File: config.mk
export PLATFORM = sky130hd
export DESIGN_NAME = ascii_six_bit_packer
export DESIGN_NICKNAME = d
export VERILOG_FILES = /design/src/rtl/core/asp_pkg.sv /design/src/rtl/core/asp_front.sv /design/src/rtl/core/asp_queue.sv /design/src/rtl/core/asp_back.sv /design/src/rtl/core/ascii_six_bit_packer.sv
export SDC_FILE = /design/constraint.sdc
export NUM_CORES = 1
export LEC_CHECK = 0
export BUFFER_PORTS_ARGS = -buffer_cell sky130_fd_sc_hd__buf_2
export CORE_ASPECT_RATIO = 1.5
export CORE_MARGIN = 4
export CORE_UTILIZATION = 55
export DETAILED_ROUTE_END_ITERATION = 6
export GPL_ROUTABILITY_DRIVEN = 0
export PLACE_DENSITY_LB_ADDON = 0.25
export SLEW_MARGIN = 15
export SYNTH_ARGS = -nofsm -noshare
export SYNTH_HDL_FRONTEND = slang
export SYNTH_SLANG_ARGS = --single-unit
File: constraint.sdc
create_clock -name clk -period 3.1 [get_ports clk]
set_clock_uncertainty 0.2 [all_clocks]
set_input_delay 0.155 -clock clk [delete_from_list [all_inputs] [get_ports clk]]
set_output_delay 0.155 -clock clk [all_outputs]
set_load 0.02 [all_outputs]
File: src/rtl/core/asp_pkg.sv
package asp_pkg;

    localparam int CodeW   = 6;
    localparam int HeldW   = 3 * CodeW;
    localparam int WordW   = 4 * CodeW;
    localparam int FillW   = 2;
    localparam int QDepth  = 2;
    localparam int QPtrW   = 1;
    localparam int QCntW   = 2;

    localparam logic [CodeW-1:0] CODE_OTHER      = 6'd62;
    localparam logic [CodeW-1:0] CODE_LOWER_BASE = 6'd10;
    localparam logic [CodeW-1:0] CODE_UPPER_BASE = 6'd36;
    localparam logic [7:0]       DIGIT_ZERO      = 8'd48;

    // One packed group plus, on the stream's end, its trailer digit.
    typedef struct packed {
        logic [WordW-1:0] word;
        logic             trailer;
        logic [FillW-1:0] count;
    } job_t;

endpackage

File: src/rtl/core/asp_front.sv
module asp_front
    import asp_pkg::*;
(
    input  logic       clk,
    input  logic       rst_n,
    input  logic       in_valid,
    output logic       in_stall,
    input  logic [7:0] in_char,
    input  logic       in_last,
    input  logic       q_full,
    output logic       push,
    output job_t       push_job
);

    logic [HeldW-1:0] held_reg;
    logic [HeldW-1:0] held_next;
    logic [FillW-1:0] fill_reg;
    logic [FillW-1:0] fill_next;
    logic [CodeW-1:0] code;
    logic [HeldW-1:0] grown;
    logic [FillW-1:0] grown_fill;
    logic             accept;

    always_comb
    begin
        if (in_char >= 8'h30 && in_char <= 8'h39)
            code = CodeW'(in_char - 8'h30);
        else if (in_char >= 8'h61 && in_char <= 8'h7a)
            code = CODE_LOWER_BASE + CodeW'(in_char - 8'h61);
        else if (in_char >= 8'h41 && in_char <= 8'h5a)
            code = CODE_UPPER_BASE + CodeW'(in_char - 8'h41);
        else
            code = CODE_OTHER;
    end

    assign in_stall   = q_full;
    assign accept     = in_valid && !q_full;
    assign grown      = {held_reg[HeldW-CodeW-1:0], code};
    assign grown_fill = fill_reg + 2'd1;

    always_comb
    begin
        push_job          = '0;
        push              = 1'b0;
        held_next         = held_reg;
        fill_next         = fill_reg;
        push_job.trailer  = in_last;
        if (fill_reg == 2'd3)
        begin
            push          = accept;
            push_job.word = {held_reg, code};
            push_job.count = 2'd0;
            held_next     = '0;
            fill_next     = '0;
        end
        else if (in_last)
        begin
            // flush: pad unused slots with the "other" code
            push           = accept;
            push_job.count = grown_fill;
            case (grown_fill)
                2'd1:    push_job.word = {grown[CodeW-1:0], CODE_OTHER, CODE_OTHER,
                                          CODE_OTHER};
                2'd2:    push_job.word = {grown[2*CodeW-1:0], CODE_OTHER, CODE_OTHER};
                default: push_job.word = {grown, CODE_OTHER};
            endcase
            held_next = '0;
            fill_next = '0;
        end
        else
        begin
            held_next = grown;
            fill_next = grown_fill;
        end
    end

    always_ff @(posedge clk or negedge rst_n)
    begin
        if (!rst_n)
        begin
            held_reg <= '0;
            fill_reg <= '0;
        end
        else if (accept)
        begin
            held_reg <= held_next;
            fill_reg <= fill_next;
        end
    end

endmodule

File: src/rtl/core/asp_queue.sv
module asp_queue
    import asp_pkg::*;
(
    input  logic clk,
    input  logic rst_n,
    input  logic push,
    input  job_t push_job,
    output logic full,
    output logic avail,
    input  logic pop,
    output job_t pop_job
);

    job_t             slot_reg [QDepth];
    logic [QPtrW-1:0] wr_reg;
    logic [QPtrW-1:0] rd_reg;
    logic [QCntW-1:0] cnt_reg;
    logic [QCntW-1:0] cnt_next;

    assign full    = (cnt_reg == QCntW'(QDepth));
    assign avail   = (cnt_reg != '0);
    assign pop_job = slot_reg[rd_reg];

    always_comb
    begin
        cnt_next = cnt_reg;
        if (push && !pop)
            cnt_next = cnt_reg + 1'b1;
        else if (pop && !push)
            cnt_next = cnt_reg - 1'b1;
    end

    always_ff @(posedge clk or negedge rst_n)
    begin
        if (!rst_n)
        begin
            wr_reg  <= '0;
            rd_reg  <= '0;
            cnt_reg <= '0;
        end
        else
        begin
            cnt_reg <= cnt_next;
            if (push)
                wr_reg <= wr_reg + 1'b1;
            if (pop)
                rd_reg <= rd_reg + 1'b1;
        end
    end

    always_ff @(posedge clk)
    begin
        if (push)
            slot_reg[wr_reg] <= push_job;
    end

endmodule

File: src/rtl/core/asp_back.sv
module asp_back
    import asp_pkg::*;
(
    input  logic       clk,
    input  logic       rst_n,
    input  logic       q_avail,
    output logic       q_pop,
    input  job_t       q_job,
    output logic       out_valid,
    input  logic       out_stall,
    output logic [7:0] out_byte,
    output logic       out_last
);

    job_t       job_reg;
    logic       busy_reg;
    logic [1:0] step_reg;
    logic       beat;
    logic       done;

    assign out_valid = busy_reg;
    assign beat      = busy_reg && !out_stall;
    assign done      = (step_reg == 2'd3) || (step_reg == 2'd2 && !job_reg.trailer);
    assign q_pop     = q_avail && (!busy_reg || (beat && done));

    always_comb
    begin
        out_last = 1'b0;
        case (step_reg)
            2'd0:    out_byte = job_reg.word[23:16];
            2'd1:    out_byte = job_reg.word[15:8];
            2'd2:    out_byte = job_reg.word[7:0];
            default:
            begin
                out_byte = DIGIT_ZERO + 8'(job_reg.count);
                out_last = 1'b1;
            end
        endcase
    end

    always_ff @(posedge clk or negedge rst_n)
    begin
        if (!rst_n)
        begin
            busy_reg <= 1'b0;
            step_reg <= '0;
        end
        else if (q_pop)
        begin
            busy_reg <= 1'b1;
            step_reg <= '0;
        end
        else if (beat)
        begin
            if (done)
                busy_reg <= 1'b0;
            else
                step_reg <= step_reg + 2'd1;
        end
    end

    always_ff @(posedge clk)
    begin
        if (q_pop)
            job_reg <= q_job;
    end

endmodule

File: src/rtl/core/ascii_six_bit_packer.sv
// Channel | Handshake           | Beat payload
// input   | in_valid / in_stall | in_char[7:0], in_last
// output  | out_valid/out_stall | out_byte[7:0], out_last
//
// One character is taken per unstalled cycle; the front codes it and, when
// a group is complete or the stream ends, hands a job to a two-entry queue.
// The back drains one byte per unstalled cycle; 3 beats/group, 4 with trailer.
// Input stalls only while the queue holds two jobs (e.g. short last-marked
// streams); sustained rate is one character per cycle otherwise.
// Reset clears the partial group; a new stream may follow the trailer at once.
module ascii_six_bit_packer
    import asp_pkg::*;
(
    input  logic       clk,
    input  logic       rst_n,
    input  logic       in_valid,
    output logic       in_stall,
    input  logic [7:0] in_char,
    input  logic       in_last,
    output logic       out_valid,
    input  logic       out_stall,
    output logic [7:0] out_byte,
    output logic       out_last
);

    logic push;
    job_t push_job;
    logic q_full;
    logic q_avail;
    logic q_pop;
    job_t q_job;

    asp_front u_front (
        .clk      (clk),
        .rst_n    (rst_n),
        .in_valid (in_valid),
        .in_stall (in_stall),
        .in_char  (in_char),
        .in_last  (in_last),
        .q_full   (q_full),
        .push     (push),
        .push_job (push_job)
    );

    asp_queue u_queue (
        .clk      (clk),
        .rst_n    (rst_n),
        .push     (push),
        .push_job (push_job),
        .full     (q_full),
        .avail    (q_avail),
        .pop      (q_pop),
        .pop_job  (q_job)
    );

    asp_back u_back (
        .clk       (clk),
        .rst_n     (rst_n),
        .q_avail   (q_avail),
        .q_pop     (q_pop),
        .q_job     (q_job),
        .out_valid (out_valid),
        .out_stall (out_stall),
        .out_byte  (out_byte),
        .out_last  (out_last)
    );

endmodule

* After elaboration in Yosys (flattened, before gate mapping)
Memory sizes are Yosys's and may differ from the RTL's. A register that Yosys moved wholly into a read port is not among the register bits.
Index checks and enable logic that the tools add are counted.
** Storage, ports and cells
- Bits in read-only memories :: 0
- Register bits :: 27
- Memories kept :: 1
- Input port bits :: 13
- Bits in writable memories :: 54
- Bits in latches :: 0
** Memory list
- u_queue.slot_reg :: depth 2, width 27, read ports 1, clocked after Yosys merged registers in 1, write ports 1, RTL line asp_queue.sv:14 : job_t slot_reg [QDepth];
** Cells by class
- Bitwise logic cells :: 0
- Shift operators :: 0
- $mul :: 0
- Eq/ne operators :: 8
- $lt $le $gt $ge :: 6
- Div/mod/pow operators :: 0
- Mux-type cells :: 26
- Reduce and logical (&&, ||, !) cells :: 26
- Add/subtract/negate cells :: 12
** Operators by type and width (count)
- 24-bit 2-to-1 mux :: 2
- 24-bit one-hot mux with 2 select lines :: 1
- 18-bit 2-to-1 mux :: 2
- 8-bit one-hot mux with 3 select lines :: 1
- 2-bit 2-to-1 mux :: 9
- 6-bit 2-to-1 mux :: 3
- 8-bit by 7-bit greater-or-equal comparator with 1-bit output, second input constant :: 2
- 8-bit by 7-bit <= comparator with 1-bit output, second input constant :: 2
- 6-bit subtractor, second input constant :: 2
- 2-bit == test, second input constant :: 5
- 1-bit logical AND :: 10
- 8-bit by 6-bit greater-or-equal comparator with 1-bit output, second input constant :: 1
- 8-bit by 6-bit <= comparator with 1-bit output, second input constant :: 1
- 1-bit 2-to-1 mux :: 8
- 2-bit nonzero test :: 4
- 6-bit by 2-bit adder with 7-bit output, first input constant :: 1
- 2-bit by 1-bit adder with 2-bit output, second input constant :: 3
- 4-bit by 6-bit adder with 6-bit output, first input constant :: 1
- 6-bit adder, first input constant :: 1
- 1-bit zero test :: 6
- 6-bit by 1-bit subtractor with 6-bit output, second input constant :: 1
- 2-bit by 1-bit == test with 1-bit output, second input constant :: 2
- 2-bit AND reduction :: 2
- 3-bit OR reduction :: 1
- 5 further kinds :: 7

* Logic depth before layout (Yosys ltp)
Gate-level depths: netlist of the first run.
- Depth in word-level cells :: 9
- Gate-level depth with buffers :: 11
- Mapped depth without buffers :: 10

* Hierarchy
Synthesis of the first run repeated with hierarchy kept, for this count alone.
** Unflattened totals
- Cell total of the unflattened synthesis :: 407
- Area, all modules :: 5235.0 um^2
** Modules (own cells, without submodules)
- asp_queue :: area each 2237.1 um^2, cells each 100, times used 1
- asp_front :: area each 1785.5 um^2, cells each 231, times used 1
- asp_back :: area each 1212.4 um^2, cells each 76, times used 1

* Worst setup path before layout of the first run
No wires, ideal clock.
- Kind :: reg2reg
- Start point :: register u_queue.cnt_reg[0]
- End point :: memory u_queue.slot_reg[0][0] (netlist bit) (enable)
- Required time :: 2455 ps
- Cell stages (with the launch flop) :: 5
- Library setup time :: 445 ps
- Path buffers :: 1
- Arrival time :: 2742 ps
- Slack :: -287 ps
- Cell sequence :: dfrtp_1 nand2b_1 nand2_1 clkbuf_1 nor3_1
** On the way
- Cells in the longest elaborated chain, start to end :: 7
** Ends and longest elaborated chain
- from (decl) :: RTL line asp_queue.sv:17 : logic [QCntW-1:0] cnt_reg;
- from (signal assigned) :: RTL line asp_queue.sv:43 : cnt_reg <= cnt_next;
- 2-bit == test * :: RTL line asp_queue.sv:20 : assign full = (cnt_reg == QCntW'(QDepth));
- 1-bit zero test * :: RTL line asp_front.sv:37 : assign accept = in_valid && !q_full;
- 1-bit logical AND * :: RTL line asp_front.sv:37
- 1-bit 2-to-1 mux :: RTL line asp_front.sv:56 : else if (in_last)
- 1-bit 2-to-1 mux * :: RTL line asp_front.sv:48 : if (fill_reg == 2'd3)
- 1-bit 2-to-1 mux * :: RTL line asp_queue.sv:53 : if (push)
- 1-bit 2-to-1 mux (not written as such) * :: RTL line asp_queue.sv:54 : slot_reg[wr_reg] <= push_job;
- to (decl) :: RTL line asp_queue.sv:14
Mark *: on every way between the ends. The rest lies on a longest branch, timed or not.

==> qor.yml, run 1 <==
grt_pass1_vias: 3109
register_area_mm2: 0.00311
num_vias: 3227
cts_made_buffers: 9
pre_cts_ws_ps: 180
cp-start-kind: "input pin"
final_nets: 448
fin_ws_ps: 449
grt_pass1_wl_mm: 16.1
viasPerCell: 6.07
drt_wl_total_mm: 9.70
cp-end-kind: "register"
cts_tree: "done"
fin_crit_sh_pct: 85.5
status: "finished, final reports clean"
finalSetupViolCount: 0
overflow: 0
final.setup.tns_ps: 0
rsz0062_at_grt: "no"
use_met2_pct: 33.3
diodes: 0
dr.pass1.iters: 5
drtAntennaViolNets: 0
p_leak_nw: 2.12
synth.cell_area_mm2: 0.00506
fillCellCount: 672
yosys_register_bits: 108
drc: 0
drive_gt1_share_pct: 19.0
syn_inst: 392
coreArea_mm2: 0.00888
die_y_um: 125
finalCriticalPeriod_ps: 2650
gr-usage-met1_pct: 23.2
insertion_delay_ps: 340
async_flop_share_pct: 25.0
root_buffer: "clkbuf_16"
wl_per_cell_um: 18.2
slew_viol_final: 0
powerDensity_mw_per_mm2: 881
htree_num_levels: 3
fmax_mhz: 377
drtIter0Drc: 229
crit_type: "in2reg"
largest_reg_flops: 54
track_usage_pct: 19.1
drv_cap: 0
area_growth_pct: 11.2
ir_drop_mv: 0.638
clock_sinks: 108
synth_edf_count: 81
maxSlewHeadroom_pct: 55.4
antenna_found_initial: 0
hold_viol_final: 0
worst_pin_slew_ps: 669
worst-path-max-fanout: 10
ctsLongestPathBuffers: 2
use_met3_pct: 2.83
ys_types: 54
hpwl_mm: 6.95
avgSynthCellArea_um2: 12.9
busiest_layer: "met2"
ios: 24
synth_seq_area_share_pct: 61.4
mappedNetlistNets: 422
synthFlopType: "edfxtp_1"
multiInputGateArea_mm2: 0.00180
rows: 42
yosysWarnings: 0
worstPathRequired_ps: 2930
cp.arrival_ps: 2480
initial_core_util_pct: 57.0
port_buffers: 23
grt_max_degree: 33
cts-resized-gates: 0
hold_path_class: "in2reg"
dieArea_mm2: 0.0108
die_w_um: 86.3
clk_pin_slew_worst_paths_ps: 70
cells in the final DEF, fill, tap and decap left out, drive strengths merged, types with 4 or more instances in the layout:
master	instances
xor2	4
mux2	27
dfrtp	27
nor3b	4
a222oi	6
ha	17
xnor2	4
a211oi	4
buf	33
a21oi	22
nand2b	4
a22o	11
nand2	25
a221oi	7
edfxtp	81
mux2i	4
inv	20
clkbuf	11
nor2	19
a22oi	5
o21ai	25
nand3	4
o211ai	8
routing by layer:
layer | vias up | part of all wire, %
li1 | 1550 | -
met1 | 1568 | 40
met2 | 86 | 54
met3 | 23 | 2.9
met4 | 0 | 2.7
met5 | - | 0
cells in the mapped netlist, drive strengths merged (3+ instances only):
library cell	count	area share (%)
clkbuf	16	1.2
xor2	4	0.69
a21oi	22	2.2
a21o	3	0.44
a222oi	6	1.2
dfrtp	27	13
and2	3	0.37
nor2	19	1.5
a22oi	5	0.74
o211ai	8	1.2
ha	17	4.2
a221oi	7	1.3
buf	5	0.49
mux2i	4	0.79
nand2	25	1.9
a22o	11	1.9
xnor2	4	0.69
o21ai	25	2.5
nor4	3	0.37
nor3	3	0.30
a2111oi	3	0.52
a211oi	4	0.69
nand3	4	0.40
nor3b	4	0.59
nor2b	3	0.37
inv	20	1.5
edfxtp	81	48
nand2b	4	0.49
o21a	3	0.44
mux2	27	6.0
final cells by class:
class	instances	area share, %
sequential	108	55.2
multi-input combinational	243	32.1
clock buffer	11	4.13
timing repair buffer	36	3.91
tap	110	2.44
inverter	20	1.33
clock inverter	4	0.911
critical path, cell delays in order:
cell      delay (ps)
buf_2            150
inv_1             90
ha_1             250
or4b_4           500
a31oi_1          230
a21o_1           290
nand3_1          120
a22oi_1          430
o221ai_1         270
metrics by stage:
step	power (mW)	instance area (um^2)	util, %	cells	hold WS (ps)
finish	4.96	5630	63.4	532	155
global route	5.24	5630	63.4	532	176
CTS	5.00	5630	63.4	532	144
detailed placement	3.91	5320	59.8	514	8.19
global placement	3.87	5320	59.8	514	-0.490
floorplan	3.41	5070	-	392	-341
report_power, final:
group,leakage (nW),internal [mW],switching [mW],total (mW)
combinational,0.887,0.632,0.978,1.61
clock,0.137,0.622,0.461,1.08
sequential,1.09,2.06,0.206,2.27
total,2.12,3.31,1.65,4.96
final timing paths:
path	from	to	slack [ps]	cells past startpoint
worst max register to register	u_back.step_reg[0]	u_queue.cnt_reg[1]	570	9
worst min register to register	u_front.held_reg[17]	u_front.held_reg[17]	310	1
worst min-delay path	in_valid	u_front.held_reg[7]	150	5
worst max-delay path	in_char[0]	u_queue.slot_reg[0][22]	450	9
max in group asynchronous	rst_n	u_front.held_reg[13]	2110	2
min in group asynchronous	rst_n	u_queue.wr_reg	180	2
what timing repair did:
item	in CTS	in global routing
setup buffers	0	0
endpoints found under the hold margin	30	0
hold buffers	3	0
cell families after synthesis:
| kind of cell | Yosys count | synth area share (%) |
|---|---|---|
| mux | 31 | 6.80 |
| xor+xnor | 8 | 1.38 |
| fa+ha+maj | 17 | 4.20 |
| flops | 108 | 61.4 |
| buf+inv | 41 | 3.16 |
| compound gates | 109 | 15.2 |
| simple gates | 78 | 7.86 |
(Power assumes the default switching activity.)
==> run 2: changes to the inputs <==
--- a/config.mk
+++ b/config.mk
@@ -5,10 +5,11 @@
 export SDC_FILE = /design/constraint.sdc
 export NUM_CORES = 1
 export LEC_CHECK = 0
+export ABC_AREA = 0
 export BUFFER_PORTS_ARGS = -buffer_cell sky130_fd_sc_hd__buf_2
 export CORE_ASPECT_RATIO = 1.5
 export CORE_MARGIN = 4
-export CORE_UTILIZATION = 55
+export CORE_UTILIZATION = 35
 export DETAILED_ROUTE_END_ITERATION = 6
 export GPL_ROUTABILITY_DRIVEN = 0
 export PLACE_DENSITY_LB_ADDON = 0.25
==> qor.yml, run 2 (same netlist as run 1, synthesis figures left out) <==
maxSlewHeadroom_pct: 58.0  # +2.6 points
coreArea_mm2: 0.0141  # +59%
layout_common_cells: "edfxtp_1, mux2_2, dfrtp_1, nand2_1, o21ai_0"
port_buffers: 23  # unchanged
instances_no_fill: 619  # +16%
die_y_um: 155  # +24%
cts_made_buffers: 9  # unchanged
cp_slowest_cell: "a221oi_1"
cp-start-kind: "input pin"
cts_tree: "done"
placed_cells: 600  # +17%
root_buffer: "clkbuf_16"
overflow: 0  # unchanged
final.setup.tns_ps: 0  # unchanged
status: "finished, final reports clean"
worst_pin_slew_ps: 630  # -38.7 ps
fin_util_pct: 41.0  # -22 points
dr.pass1.iters: 4  # -1
hold_path_class: "in2reg"
rows: 53  # +26%
hold_viol_final: 0  # unchanged
cts-resized-gates: 0  # unchanged
path_cells: "buf_2 -> inv_1 -> ha_1 -> or4b_4 -> a31oi_1 -> a21o_1 -> or4_1 -> o2111ai_1 -> a221oi_1 -> buf_4"
largest_reg_flops: 54  # unchanged
finalCriticalPeriod_ps: 2760  # +112 ps
powerDensity_mw_per_mm2: 884  # +0.32%
area_growth_pct: 14.6
wl_per_cell_um: 17.1  # -6.4%
clk_pin_slew_worst_paths_ps: 70  # about the same
slew_viol_final: 0  # unchanged
ios: 24  # unchanged
p_leak_nw: 2.16  # +1.8%
rsz0062_at_grt: "no"
grt_pass1_vias: 3396  # +9.2%
ctsLongestPathBuffers: 2  # unchanged
grt_pass1_wl_mm: 17.7  # +9.9%
num_vias: 3241  # +0.43%
initial_core_util_pct: 35.8  # -21 points
insertion_delay_ps: 340  # about the same
final_nets: 452  # +0.89%
drc: 0  # unchanged
fin_total_pwr_mw: 5.13  # +3.3%
drtIter0Drc: 151  # -34%
htree_num_levels: 3  # unchanged
slowest_delay_ps: 550  # +50 ps
clock_sinks: 108  # unchanged
crit_type: "in2reg"
drt_wl_total_mm: 10.6  # +8.9%
die_w_um: 106  # +23%
drtAntennaViolNets: 0  # unchanged
hpwl_mm: 7.73  # +11%
grt_max_degree: 31  # -6.1%
ir_drop_mv: 0.253  # -60%
final_common_cell: "edfxtp_1"
diodes: 0  # unchanged
track_usage_pct: 13.7  # -5.4 points
rrSetupSlack_ps: 590  # +20 ps
fin_crit_sh_pct: 89.1  # +3.6 points
cp.arrival_ps: 2770  # +290 ps
viasPerCell: 5.24  # -14%
drive_gt1_share_pct: 20.1  # +1.2 points
fmax_mhz: 362  # -4.1%
cp-end-kind: "register"
antenna_found_initial: 0  # unchanged
worst-path-max-fanout: 10  # unchanged
finalSetupViolCount: 0  # unchanged
drv_cap: 0  # unchanged
dieArea_mm2: 0.0165  # +52%
worstPathRequired_ps: 3110  # +180 ps
-- run 2: worst paths after layout --
kind                                            to            startpoint  depth (start not counted)
min in group asynchronous       u_queue.cnt_reg[0]                 rst_n                          2
max reg2reg                     u_queue.cnt_reg[1]    u_back.step_reg[0]                          9
max in group asynchronous      u_front.held_reg[1]                 rst_n                          2
max                        u_queue.slot_reg[0][25]            in_char[0]                         10
min                            u_front.held_reg[0]            in_char[0]                          3
min reg2reg                   u_front.held_reg[12]  u_front.held_reg[12]                          1
-- run 2: cell type report --
class	count	area (um^2)
clock buffers	12	246
clock inverters	4	73.8
fillers	1318	8330
inverters	20	75.1
multi-input cells	243	1800
flip-flops and latches	108	3110
well taps	192	240
repair buffers	40	250
-- run 2: where the power goes --
group | switching [mW] | leakage (nW) | internal [mW]
registers | 0.201 | 1.09 | 2.06
logic | 1.02 | 0.906 | 0.646
clock network | 0.470 | 0.157 | 0.730
total | 1.69 | 2.16 | 3.44
-- run 2: layer usage --
| layer | share of wire, % | up-vias | wire (um) | GRT usage [%] |
|---|---|---|---|---|
| li1 | - | 1549 | - | - |
| met3 | 2.9 | 22 | 308 | 1.87 |
| met5 | 0 | - | 0 | 0 |
| met4 | 3.7 | 0 | 387 | 7.41 |
| met2 | 55 | 84 | 5790 | 25.1 |
| met1 | 39 | 1586 | 4080 | 15.2 |
-- run 2: critical path, delay by kind of cell --
kind	cells	cell delay [ps]
adder cells (fa/ha/maj)	1	240
buffers and inverters	3	460
AND/OR/NAND/NOR	2	680
AO/OA/AOI/OAI	4	1240
-- run 2: what timing repair did --
item,4_1_cts,5_1_grt
hold buffers,3,0
setup buffers,0,0
hold endpoints to repair,30,0
-- run 2: through the flow --
| stage | cell area, um^2 | hold slack, ps | setup WS (ps) |
|---|---|---|---|
| floorplan | 5070 | -341 | 182 |
| global placement | 5450 | 10.8 | 42.3 |
| detailed placement | 5450 | 12.7 | 20.0 |
| CTS | 5800 | 148 | 377 |
| global route | 5800 | 188 | 173 |
| finish | 5800 | 162 | 337 |
